$ cat src/sv/pae_pkg.sv
// ----------------------------------------------------------------------------
// pae_pkg: shared types and constants of the Pareto archive engine
// Command and status codes, the controller/datapath command and status bundles.
// ----------------------------------------------------------------------------
package pae_pkg;

  localparam int unsigned PaeCapacity = 64;

  typedef enum logic [1:0] {
    CMD_INSERT = 2'd0,
    CMD_DIST   = 2'd1,
    CMD_CUT    = 2'd2,
    CMD_NONE   = 2'd3
  } cmd_e;

  typedef enum logic [2:0] {
    ST_INSERTED  = 3'd0,
    ST_DOMINATED = 3'd1,
    ST_FULL      = 3'd2,
    ST_DISTANCE  = 3'd3,
    ST_QDOM      = 3'd4,
    ST_EMPTY     = 3'd5,
    ST_CUT       = 3'd6,
    ST_NOTHING   = 3'd7
  } status_e;

  // Controller to datapath.
  typedef struct packed {
    logic load;     // capture the input beat, clear scan flags
    logic scan;     // present slot of the scan is valid at the RAM output
    logic kill;     // clear valid bit of the scanned slot
    logic write;    // write point into the free slot
    logic sel_dim1; // read out the dimension 1 cut candidate
  } pae_ctrl_t;

  // Datapath to controller.
  typedef struct packed {
    logic covered;  // some archived point covers the input point
    logic any;      // some valid slot was seen
    logic has_free; // a free slot exists after the removals
    logic cand0;
    logic cand1;
  } pae_stat_t;

endpackage

$ cat src/sv/pae_ctrl.sv
// ----------------------------------------------------------------------------
// pae_ctrl: sequencer of the Pareto archive engine
// Runs the slot scans, decides the outcome and drives the result register.
// ----------------------------------------------------------------------------
module pae_ctrl #(
  parameter int unsigned Capacity = pae_pkg::PaeCapacity
) (
  input  logic                        clk_i,
  input  logic                        rst_ni,
  input  logic                        in_valid_i,
  output logic                        in_ready_o,
  input  logic [1:0]                  cmd_i,
  output logic                        out_valid_o,
  input  logic                        out_ready_i,
  output logic [2:0]                  status_o,
  output logic                        cut_dim_o,
  output logic                        last_o,
  output logic                        res_pt_o,
  output logic                        res_gap_o,
  output pae_pkg::pae_ctrl_t          ctrl_o,
  output logic [$clog2(Capacity)-1:0] raddr_o,
  output logic [$clog2(Capacity)-1:0] saddr_o,
  input  pae_pkg::pae_stat_t          stat_i
);
  import pae_pkg::*;
  localparam int unsigned AW = $clog2(Capacity);
  localparam int unsigned CW = $clog2(Capacity + 1);

  typedef enum logic [5:0] {
    S_IDLE  = 6'b000001,
    S_SCAN1 = 6'b000010,
    S_SCAN2 = 6'b000100,
    S_DEC   = 6'b001000,
    S_OUT   = 6'b010000,
    S_OUT2  = 6'b100000
  } state_e;

  state_e state_q, state_d;
  cmd_e   cmd_q;
  logic [CW-1:0] cnt_q, cnt_d;
  logic          rv_q;  // read data for slot cnt_q-1 is at the RAM output
  logic          rescan_q;
  logic [2:0] st_q, st_d;
  logic dim_q, dim_d, last_q, last_d, pt_q, pt_d, gp_q, gp_d, ov_q, ov_d;

  wire scanning = (state_q == S_SCAN1) || (state_q == S_SCAN2);

  assign in_ready_o  = (state_q == S_IDLE) && !ov_q;
  assign raddr_o     = cnt_q[AW-1:0];
  assign saddr_o     = AW'(cnt_q - CW'(1));
  assign out_valid_o = ov_q;
  assign status_o    = st_q;
  assign cut_dim_o   = dim_q;
  assign last_o      = last_q;
  assign res_pt_o    = pt_q;
  assign res_gap_o   = gp_q;

  always_comb begin
    ctrl_o          = '0;
    ctrl_o.load     = (state_q == S_IDLE) && in_valid_i && in_ready_o;
    ctrl_o.scan     = scanning && rv_q;
    ctrl_o.kill     = (state_q == S_SCAN2) && rv_q;
    ctrl_o.sel_dim1 = dim_q;
    state_d = state_q;
    cnt_d   = cnt_q;
    st_d = st_q; dim_d = dim_q; last_d = last_q; pt_d = pt_q; gp_d = gp_q;
    ov_d = ov_q;
    if (ov_q && out_ready_i) ov_d = 1'b0;
    unique case (state_q)
      S_IDLE: begin
        if (ctrl_o.load) begin
          cnt_d   = '0;
          state_d = S_SCAN1;
        end
      end
      S_SCAN1, S_SCAN2: begin
        if (cnt_q == CW'(Capacity)) begin
          if (rv_q) state_d = S_DEC;
        end else begin
          cnt_d = cnt_q + CW'(1);
        end
      end
      S_DEC: begin
        dim_d = 1'b0; last_d = 1'b1; pt_d = 1'b0; gp_d = 1'b0;
        state_d = S_IDLE;
        ov_d = 1'b1;
        unique case (cmd_q)
          CMD_INSERT: begin
            if (stat_i.covered) st_d = ST_DOMINATED;
            else if (state_q == S_DEC && !stat_i.has_free && rescan_q) st_d = ST_FULL;
            else if (!rescan_q) begin
              ov_d = 1'b0; cnt_d = '0; state_d = S_SCAN2;
            end else begin
              st_d = ST_INSERTED;
              ctrl_o.write = 1'b1;
            end
          end
          CMD_DIST: begin
            if (stat_i.covered) st_d = ST_QDOM;
            else if (!stat_i.any) st_d = ST_EMPTY;
            else begin st_d = ST_DISTANCE; gp_d = 1'b1; end
          end
          CMD_CUT: begin
            if (!stat_i.cand0 && !stat_i.cand1) st_d = ST_NOTHING;
            else begin
              st_d = ST_CUT; pt_d = 1'b1;
              dim_d = !stat_i.cand0;
              last_d = !(stat_i.cand0 && stat_i.cand1);
              if (!last_d) state_d = S_OUT;
            end
          end
          default: st_d = ST_NOTHING;
        endcase
      end
      S_OUT: begin
        if (!ov_q || out_ready_i) begin
          ov_d = 1'b1; dim_d = 1'b1; last_d = 1'b1;
          state_d = S_IDLE;
        end
      end
      S_OUT2: state_d = S_IDLE;
      default: state_d = S_IDLE;
    endcase
  end

  always_ff @(posedge clk_i or negedge rst_ni) begin
    if (!rst_ni) begin
      state_q  <= S_IDLE;
      cnt_q    <= '0;
      rv_q     <= 1'b0;
      ov_q     <= 1'b0;
      rescan_q <= 1'b0;
      cmd_q    <= CMD_NONE;
      st_q <= '0; dim_q <= 1'b0; last_q <= 1'b0; pt_q <= 1'b0; gp_q <= 1'b0;
    end else begin
      state_q <= state_d;
      cnt_q   <= cnt_d;
      rv_q    <= scanning && (cnt_q != CW'(Capacity)) && (state_d == state_q);
      ov_q    <= ov_d;
      st_q <= st_d; dim_q <= dim_d; last_q <= last_d; pt_q <= pt_d; gp_q <= gp_d;
      if (ctrl_o.load) begin
        cmd_q    <= cmd_e'(cmd_i);
        rescan_q <= 1'b0;
      end
      if (state_q == S_SCAN2) rescan_q <= 1'b1;
    end
  end
endmodule

$ cat config.mk
export PLATFORM = sky130hd
export DESIGN_NAME = pae_ctrl
export DESIGN_NICKNAME = d
export VERILOG_FILES = /design/src/sv/pae_pkg.sv /design/src/sv/pae_ctrl.sv
export SDC_FILE = /design/constraint.sdc
export NUM_CORES = 1
export LEC_CHECK = 0
export BUFFER_PORTS_ARGS = -buffer_cell sky130_fd_sc_hd__buf_2
export CORE_MARGIN = 2
export CORE_UTILIZATION = 53
export CTS_BUF_LIST = sky130_fd_sc_hd__clkbuf_16
export CTS_CLUSTER_SIZE = 24
export DETAILED_ROUTE_END_ITERATION = 16
export GPL_ROUTABILITY_DRIVEN = 0
export PLACE_DENSITY = 0.9
export SETUP_SLACK_MARGIN = 0.3
export SYNTH_ARGS = -nofsm -noshare
export SYNTH_HDL_FRONTEND = slang
export SYNTH_SLANG_ARGS = --single-unit
$ cat constraint.sdc
create_clock -name clk_i -period 3.5 [get_ports clk_i]
set_input_delay 0.7 -clock clk_i [delete_from_list [all_inputs] [get_ports clk_i]]
set_output_delay 0.7 -clock clk_i [all_outputs]
set_load 0.1 [all_outputs]
==> out/results.txt, run 1 <==
GRT Util Overall = 21.9%
Worst-Margin Slew = 0.561 ns
Peak VDD IR = 0.000386 V
grt total ovfl = 0
first-pass GRT wire length = 5650 um
Synth Flop Type = dfrtp_1
total power = 0.789 mW
synthesized area = 1520 um^2
area grow syn2layout = 15.3%
Hold Buf Count CTS = 0
Setup Buffers After CTS = 0
die area = 3310 um^2
I/O pin count = 37
WP buf/inv = 1
Slew headroom = 62.6%
DRC = 0
Initial DRT Pass Iterations = 4
Yosys top cell area share = 36.3%
Final setup viols = 0
top post-synthesis cells by area = dfrtp_1, dfstp_2, nor2_1
most common cell after layout, fill and taps aside = buf_2
Final Critical Period = 3.11 ns
layout cells sized above 1 = 30.1%
Logic pwr share = 25.6%
MaxCap Viol Count = 0
WS Path Type = reg -> out
flop and latch count out of synthesis = 25
R2R setup slack = 0.98 ns
most frequent cells in the layout = buf_2, dfrtp_1, nor2_1, nand2_1, inv_1
clock skew = 0.00535 ns
cell accounting for the most synthesized area = dfrtp_1
Site Rows = 19
WL/cell = 14.9 um
CP top delay family = simple AND/OR/NAND/NOR gates
part of the Yosys area used for sequential elements = 41.5%
Fillers = 223
pwr dens = 451 nW/um^2
Root Driver = clkbuf_16
vias per cell = 5.85
total number of vias = 1311
initial antenna violation count = 0
yosys synthesis warning count = 0
area of the multi-input gates = 783 um^2
WHS = 0.425 ns
Mapped Cells = 166
CTS H-tree depth = 1
Crit path required time = 2.80 ns
TritonCTS clock tree = built
DR iter-0 viols = 43
CTS buffer count = 3
sw frac = 34.8%
proportion of power drawn by the clock network = 32.9%
vias in the first global route = 1297
Die Wd = 57.5 um
Worst setup SP type = register
# port buffers = 36
Post-Syn Nets = 180
status = completed
FF-to-FF End = cnt_q[3]
CP max stage cell = or4_1
Hold Fails Final Rpt = 0
period utilisation layout = 88.7%
n_diodes = 0
Post-synth EDFFs = 0
critical path cell sequence = or4_1, or2_2, nor2_2, buf_2
hold crit path type = in -> async
max-slew violations = 0
nets@finish = 208
Internal = 0.515 mW
final wirelength = 3330 um
placed cell count = 220
FF-to-FF path depth = 5
CP Max Fanout = 6
FFs w/ async S/R, synth = 100%
chip height = 57.5 um
Core ar. = 2730 um^2
Placed Area = 1670 um^2
Mean Syn Cell Area = 9.14 um^2
largest net degree at the start of global routing = 26
non-filler instance count after layout = 224
Reg power frac = 41.5%
hpwl dp = 2390 um
Starting Density = 55.5%
Arr. time, crit path = 2.41 ns
worst skew pair latency = 0.26 ns
Pleak = 0.825 nW
synth unique cells = 45
Switching Power = 0.274 mW
CTS max path bufs = 2
critical path's largest stage delay = 0.64 ns
Sink Count = 25
Fin Setup TNS = 0 ns
Post-DRT Antenna Nets = 0
element type at the critical path end = output port
Worst-path clk slew = 0.07 ns
unrepaired setup endpoints after global routing = no
Post-Layout Inst Area = 1750 um^2
RR Startpoint = state_q[1]
sequential cell area = 629 um^2
Post-CTS Resized = 0
Max Freq = 0.322 GHz
power by group through the flow:
| stage | Sequential (mW) | Clock, mW | Combinational [mW] |
|---|---|---|---|
| after floorplan | 0.323 | 0 | 0.177 |
| after global placement | 0.332 | 0 | 0.199 |
| after detailed placement | 0.333 | 0 | 0.200 |
| after CTS | 0.328 | 0.260 | 0.203 |
| after global routing | 0.331 | 0.271 | 0.216 |
| final | 0.327 | 0.259 | 0.202 |
how the worst max path moves through the flow:
stage	startpoint	end	slack, ns	cells past startpoint
final	state_q[1]	ctrl_o[4]	0.39	4
after global routing	state_q[2]	ctrl_o[4]	0.33	4
after CTS	state_q[1]	ctrl_o[4]	0.42	4
after detailed placement	stat_i[4]	cnt_q[3]	0.72	6
after global placement	state_q[1]	ctrl_o[4]	0.77	4
after floorplan	state_q[3]	ctrl_o[3]	0.34	4
registers in the layout (all words and copies together) (netlist names):
signal / count
state_q: 6
res_pt_o: 1
rv_q: 1
res_gap_o: 1
last_o: 1
out_valid_o: 1
cut_dim_o: 1
rescan_q: 1
cmd_q: 2
status_o: 3
cnt_q: 7
final cells by class:
| type | count | area share (%) |
|---|---|---|
| Clock inverter | 1 | 0.429 |
| Tap cell | 31 | 2.22 |
| Sequential cell | 25 | 36.0 |
| Multi-Input combinational cell | 119 | 44.8 |
| Timing Repair Buffer | 36 | 10.3 |
| Inverter | 9 | 1.93 |
| Clock buffer | 3 | 4.29 |
metal layers:
metal	up-vias	GRT usage, %	share of wire [%]
met5	-	0	0
met4	0	6.98	1.4
met3	6	3.17	5.1
met2	50	39.8	52
met1	627	26.5	41
li1	628	-	-
per-stage QoR:
stage,utilization (%),worst slack [ns]
global route,63.9,0.329
CTS,63.9,0.416
floorplan,-,0.339
global placement,60.9,0.773
detailed placement,60.9,0.720
finish,63.9,0.394
kinds of logic (layout without fill, tap and decap cells):
family / Yosys count / count (layout) / synth area share [%]
compound gates: 31 / 31 / 13.9
xor+xnor: 6 / 6 / 3.47
fa+ha+maj: 3 / 3 / 2.48
buf+inv: 22 / 49 / 8.66
flops: 25 / 25 / 41.5
mux: 5 / 5 / 3.71
other cells: 1 / 1 / 0.247
simple gates: 73 / 73 / 26.1
cells in the mapped netlist, drive strengths merged (2+ instances only):
cell     n
nand2   10
xnor2    2
and3     3
nor4     3
o22a     2
o21ai    5
or2      2
inv      9
o41ai    2
mux2     5
xor2     4
o31ai    3
clkbuf   3
dfstp    3
ha       3
dfrtp   22
nand2b   7
o22ai    3
a21o     3
nor3     5
or4      5
nand3    7
nor2    21
nor2b    2
buf     10
a21oi    7
(Power assumes the default switching activity.)
==> inputs of run 2 (changes only) <==
Settings changed: CORE_UTILIZATION 53 to 57, CTS_CLUSTER_SIZE 24 to 8, PLACE_DENSITY 0.9 to 0.95.
Clock period 3.5 ns to 3.74 ns, I/O delays scaled along.
==> run 2 against run 1 <==
Compared with the run above: clock-buffer cell count unchanged; register-to-register slack improved by 0.16 ns; worst hold slack gained 0.048 ns; power fell by 6.5%; via count rose by 12%; final area fell by 0.86%; cell count is 0.45% lower; flip-flop and latch count unchanged; largest power group unchanged.
==> out/results.txt, run 2 (same netlist as run 1, synthesis figures left out) <==
Post-CTS Resized = 0 (unchanged)
chip height = 55.6 um (-3.3%)
Worst setup SP type = register
DRC = 0 (unchanged)
largest register by flop count = cnt_q
grt total ovfl = 0 (unchanged)
status = completed
Site Rows = 18 (-1)
Final Critical Period = 3.17 ns
die area = 3090 um^2 (-6.5%)
hpwl dp = 2770 um (+16%)
total number of vias = 1472 (+12%)
Initial DRT Pass Iterations = 4 (unchanged)
Largest register FFs = 7 (unchanged)
hold crit path type = in -> async
Starting Density = 60.7% (+5.2 points)
Root Driver = clkbuf_16
Crit path required time = 2.99 ns (+0.19 ns)
Pleak = 0.829 nW (+0.48%)
clock skew = 0.00271 ns (-0.00264 ns)
initial antenna violation count = 0 (unchanged)
period utilisation layout = 84.8%
Hold Buf Count CTS = 0 (unchanged)
CP Max Fanout = 7 (+1)
MaxCap Viol Count = 0 (unchanged)
Post-DRT Antenna Nets = 0 (unchanged)
Arr. time, crit path = 2.42 ns (about the same)
Worst-Margin Slew = 0.573 ns (+0.0114 ns)
vias in the first global route = 1438 (+11%)
WHS = 0.472 ns (+0.0476 ns)
start point of the critical path = state_q[2]
Final setup viols = 0 (unchanged)
largest net degree at the start of global routing = 26 (unchanged)
first-pass GRT wire length = 6600 um (+17%)
most common cell after layout, fill and taps aside = buf_2
Peak VDD IR = 0.000439 V (+14%)
layout cells sized above 1 = 28.5% (-1.6 points)
n_diodes = 0 (unchanged)
GRT Util Overall = 27.0% (+5.1 points)
vias per cell = 6.60 (+13%)
Setup Buffers After CTS = 0 (unchanged)
Post-Layout Inst Area = 1730 um^2 (-0.86%)
DR iter-0 viols = 126 (+190%)
Slew headroom = 61.5% (-1.1 points)
total power = 0.738 mW (-6.5%)
I/O pin count = 37 (unchanged)
Sink Count = 25 (unchanged)
worst skew pair latency = 0.26 ns (about the same)
nets@finish = 208 (unchanged)
RR Startpoint = state_q[2]
WS Path Type = reg -> out
area grow syn2layout = 14.3%
WL/cell = 18.3 um (+23%)
CTS buffer count = 3 (unchanged)
Worst-path clk slew = 0.06 ns (about the same)
Placed Area = 1650 um^2 (-0.68%)
final wirelength = 4080 um (+23%)
element type at the critical path end = output port
TritonCTS clock tree = built
CTS max path bufs = 2 (unchanged)
# port buffers = 36 (unchanged)
Core ar. = 2500 um^2 (-8.6%)
Fin Setup TNS = 0 ns (unchanged)
Die Wd = 55.6 um (-3.3%)
Hold Fails Final Rpt = 0 (unchanged)
max-slew violations = 0 (unchanged)
most frequent cells in the layout = buf_2, dfrtp_1, nor2_1, inv_1, nand2_1
Max Freq = 0.315 GHz
pwr dens = 426 nW/um^2 (-5.7%)
CTS H-tree depth = 1 (unchanged)
unrepaired setup endpoints after global routing = no
## run 2: cell types whose count changed in the layout (fill, tap and decap cells not counted), sizes merged
cell / change
inv: +1
clkinvlp: -1
## run 2: path summary, 6_finish.rpt
check,endpoint,slack [ns],cells after the start
worst max-delay path,ctrl_o[4],0.57,4
worst min-delay path,cnt_q[5],0.47,1
worst max register to register,cnt_q[3],1.14,5
worst min register to register,res_pt_o,0.49,2
max in group asynchronous,cmd_q[0],2.90,1
min in group clk_i,res_pt_o,0.49,2
## run 2: cell type report
| cell class | instances | area, um^2 |
|---|---|---|
| timing repair buffer | 36 | 180 |
| multi-input combinational | 119 | 773 |
| clock buffer | 3 | 75.1 |
| sequential | 25 | 629 |
| fill | 183 | 767 |
| tap | 30 | 37.5 |
| inverter | 9 | 33.8 |
| clock inverter | 1 | 3.75 |
## run 2: per-stage QoR
step | util, % | cells | worst slack (ns)
floorplan | - | 166 | 0.346
global placement | 66.2 | 219 | 0.960
detailed placement | 66.2 | 219 | 0.912
CTS | 69.3 | 223 | 0.620
global route | 69.3 | 223 | 0.525
finish | 69.3 | 223 | 0.570
## run 2: report_power, final
part | internal [mW] | switching (mW)
Sequential | 0.287 | 0.0208
Clock | 0.143 | 0.0940
Combinational | 0.0496 | 0.144
## run 2: routing by layer
layer / up-vias / global-route usage [%] / wire length, um
met5: - / 0 / 0
met4: 0 / 17.1 / 229
met3: 33 / 5.58 / 360
met2: 114 / 45.1 / 2060
met1: 694 / 31.5 / 1440
li1: 631 / - / -
## run 2: worst max-delay path, stage by stage, from the launching register on
cell,delay (ns)
dfrtp_1,0.48
or4_1,0.64
or2_2,0.36
nor2_2,0.21
buf_2,0.48
==> inputs of run 3 (changes only) <==
Settings changed: ABC_AREA set to 1, CORE_UTILIZATION 57 to 48, PLACE_DENSITY 0.95 to 0.87.
Clock period 3.74 ns to 2.7 ns, I/O delays scaled along.
==> run 3 against run 2 <==
Compared with the run above: sequential share of layout area fell by 2.8 points; synthesized area rose by 0.66%; clock skew rose by 0.00060 ns; worst hold slack got worse by 0.21 ns; power rose by 39%; final area rose by 8.5%; sequential power rose by 35%; critical path depth rose by 1; critical path type unchanged.
==> out/results.txt, run 3 <==
status = completed
Largest register FFs = 7 (unchanged)
Final Critical Period = 2.30 ns
Final setup viols = 0 (unchanged)
critical path's largest stage delay = 0.51 ns (-0.13 ns)
Crit path required time = 2.16 ns (-0.83 ns)
n_diodes = 0 (unchanged)
Pleak = 0.960 nW (+16%)
layout cells sized above 1 = 30.9% (+2.4 points)
Logic pwr share = 28.8% (+2.6 points)
max-slew violations = 0 (unchanged)
Slew headroom = 64.2% (+2.7 points)
DRC = 0 (unchanged)
initial antenna violation count = 0 (unchanged)
die area = 3650 um^2 (+18%)
vias in the first global route = 1207 (-16%)
GRT Util Overall = 18.8% (-8.2 points)
Mean Syn Cell Area = 7.71 um^2 (-16%)
vias per cell = 4.89 (-26%)
pwr dens = 547 nW/um^2 (+29%)
hold crit path type = in -> async
Root Driver = clkbuf_16
top post-synthesis cells by area = dfrtp_1, nand2_1, nor2_1
Post-Syn Nets = 212 (+18%)
TritonCTS clock tree = built
Internal = 0.657 mW (+37%)
most frequent cells in the layout = nand2_1, buf_2, inv_1, nor2_1, dfrtp_1
count leader, synth = nand2_1
DRT met1 WL = 1410 um (-1.9%)
CP Max Fanout = 7 (unchanged)
Max Freq = 0.434 GHz
pre-CTS setup slack = 0.585 ns (-0.326 ns)
sw frac = 36.2% (+1.1 points)
Starting Density = 50.4% (-10 points)
Top Metal Used = met4
flop and latch count out of synthesis = 25 (unchanged)
first-pass GRT wire length = 5210 um (-21%)
CP top delay family = simple AND/OR/NAND/NOR gates
PnR worst setup slack = 0.395 ns (-0.175 ns)
Post-Layout Inst Area = 1880 um^2 (+8.5%)
MaxCap Viol Count = 0 (unchanged)
unrepaired setup endpoints after global routing = yes
Site Rows = 20 (+2)
most frequent CP cell = nor2_1
Sink Count = 25 (unchanged)
CTS buffer count = 3 (unchanged)
cell accounting for the most synthesized area = dfrtp_1
final core occ = 62.1% (-7.2 points)
total number of vias = 1341 (-8.9%)
FFs w/ async S/R, synth = 100% (unchanged)
CTS H-tree depth = 1 (unchanged)
total power = 1.03 mW (+39%)
WP buf/inv = 1 (unchanged)
Synth Flop Type = dfrtp_1
Post-synth EDFFs = 0 (unchanged)
met2 wire length = 1480 um (-28%)
Die Wd = 60.4 um (+8.7%)
Initial DRT Pass Iterations = 4 (unchanged)
grt total ovfl = 0 (unchanged)
Placed Area = 1790 um^2 (+8.2%)
hpwl dp = 2450 um (-12%)
clock skew = 0.00331 ns (+0.000595 ns)
final wirelength = 3050 um (-25%)
most common cell after layout, fill and taps aside = nand2_1
DR iter-0 viols = 38 (-70%)
# port buffers = 36 (unchanged)
CP max stage cell = dfrtp_1
proportion of power drawn by the clock network = 31.1% (-1.0 points)
Switching Power = 0.372 mW (+44%)
Worst-Margin Slew = 0.537 ns (-0.0356 ns)
Worst setup SP type = register
Worst-path clk slew = 0.06 ns (about the same)
CTS max path bufs = 2 (unchanged)
Met3 Wirelength = 119 um (-67%)
most frequent cells after synthesis = nand2_1, nor2_1, inv_1
Post-DRT Antenna Nets = 0 (unchanged)
largest register by flop count = cnt_q
I/O pin count = 37 (unchanged)
critical path cell sequence = nor2_1, nand3_1, nor2_1, a21oi_4, clkbuf_4
largest net degree at the start of global routing = 26 (unchanged)
element type at the critical path end = output port
Reg power frac = 40.1% (-1.6 points)
non-filler instance count after layout = 274 (+23%)
placed cell count = 270 (+23%)
Hold Fails Final Rpt = 0 (unchanged)
yosys synthesis warning count = 0 (unchanged)
synthesized area = 1530 um^2 (+0.66%)
nets@finish = 245 (+18%)
Yosys top cell area share = 36.1% (-0.24 points)
WS Path Type = reg -> out
Mapped Cells = 198 (+19%)
area grow syn2layout = 23.2%
synth unique cells = 29 (-36%)
period utilisation layout = 85.4%
part of the Yosys area used for sequential elements = 41.2% (-0.27 points)
Fin Setup TNS = 0 ns (unchanged)
worst skew pair latency = 0.25 ns (about the same)
WL/cell = 11.1 um (-39%)
chip height = 60.4 um (+8.7%)
Core ar. = 3030 um^2 (+21%)
Arr. time, crit path = 1.76 ns (-0.66 ns)
Peak VDD IR = 0.000359 V (-18%)
WHS = 0.262 ns (-0.211 ns)
[run 3: cell families (layout without fill, tap and decap cells)]
family	Yosys count	count (layout)	synth area share, %
adders and majority gates	3	3	2.46
DFF	25	25	41.2
AOI/OAI and AO/OA	21	21	7.87
other	1	1	0.246
buffers and inverters	36	68	11.1
and+or+nand+nor	109	109	35.4
xor gates and xnor gates	3	3	1.72
[run 3: final cells by class]
class,count,area (um^2)
clock buffers,3,75.1
well taps,44,55.1
repair buffers,36,193
clock inverters,1,3.75
fillers,259,1150
flip-flops and latches,25,631
multi-input cells,137,808
inverters,28,115
[run 3: worst paths after layout]
path / cells after the start / endpoint / slack, ns / from
max: 5 / saddr_o[5] / 0.40 / cnt_q[2]
min: 1 / rescan_q / 0.26 / rst_ni
max reg2reg: 8 / cnt_q[2] / 1.14 / cnt_q[0]
min in group clk_i: 2 / res_gap_o / 0.48 / res_gap_o
min reg2reg: 2 / res_gap_o / 0.48 / res_gap_o
max in group asynchronous: 1 / out_valid_o / 2.05 / rst_ni
[run 3: worst register-to-register path, delay by kind of cell (launching register included)]
kind	cells	cell delay, ns
fa+ha+maj	1	0.22
buf+inv	1	0.17
flops	1	0.45
simple gates	6	0.60
[run 3: power groups by stage]
stage | registers (mW) | logic (mW) | clock network (mW)
after floorplan | 0.428 | 0.236 | 0
after global placement | 0.419 | 0.292 | 0
after detailed placement | 0.419 | 0.294 | 0
after CTS | 0.413 | 0.295 | 0.324
after global routing | 0.416 | 0.318 | 0.340
final | 0.413 | 0.296 | 0.320
[run 3: what timing repair did]
| action | 4_1_cts | 5_1_grt |
|---|---|---|
| resized for setup | 0 | 5 |
| hold buffers | 0 | 0 |
| endpoints found under the setup margin | 0 | 5 |
| setup buffers | 0 | 0 |
[run 3: routing by layer]
layer / track usage [%] / vias up
li1: - / 689
met1: 25.1 / 623
met2: 31.4 / 25
met3: 4.05 / 4
met4: 4.76 / 0
met5: 0 / -
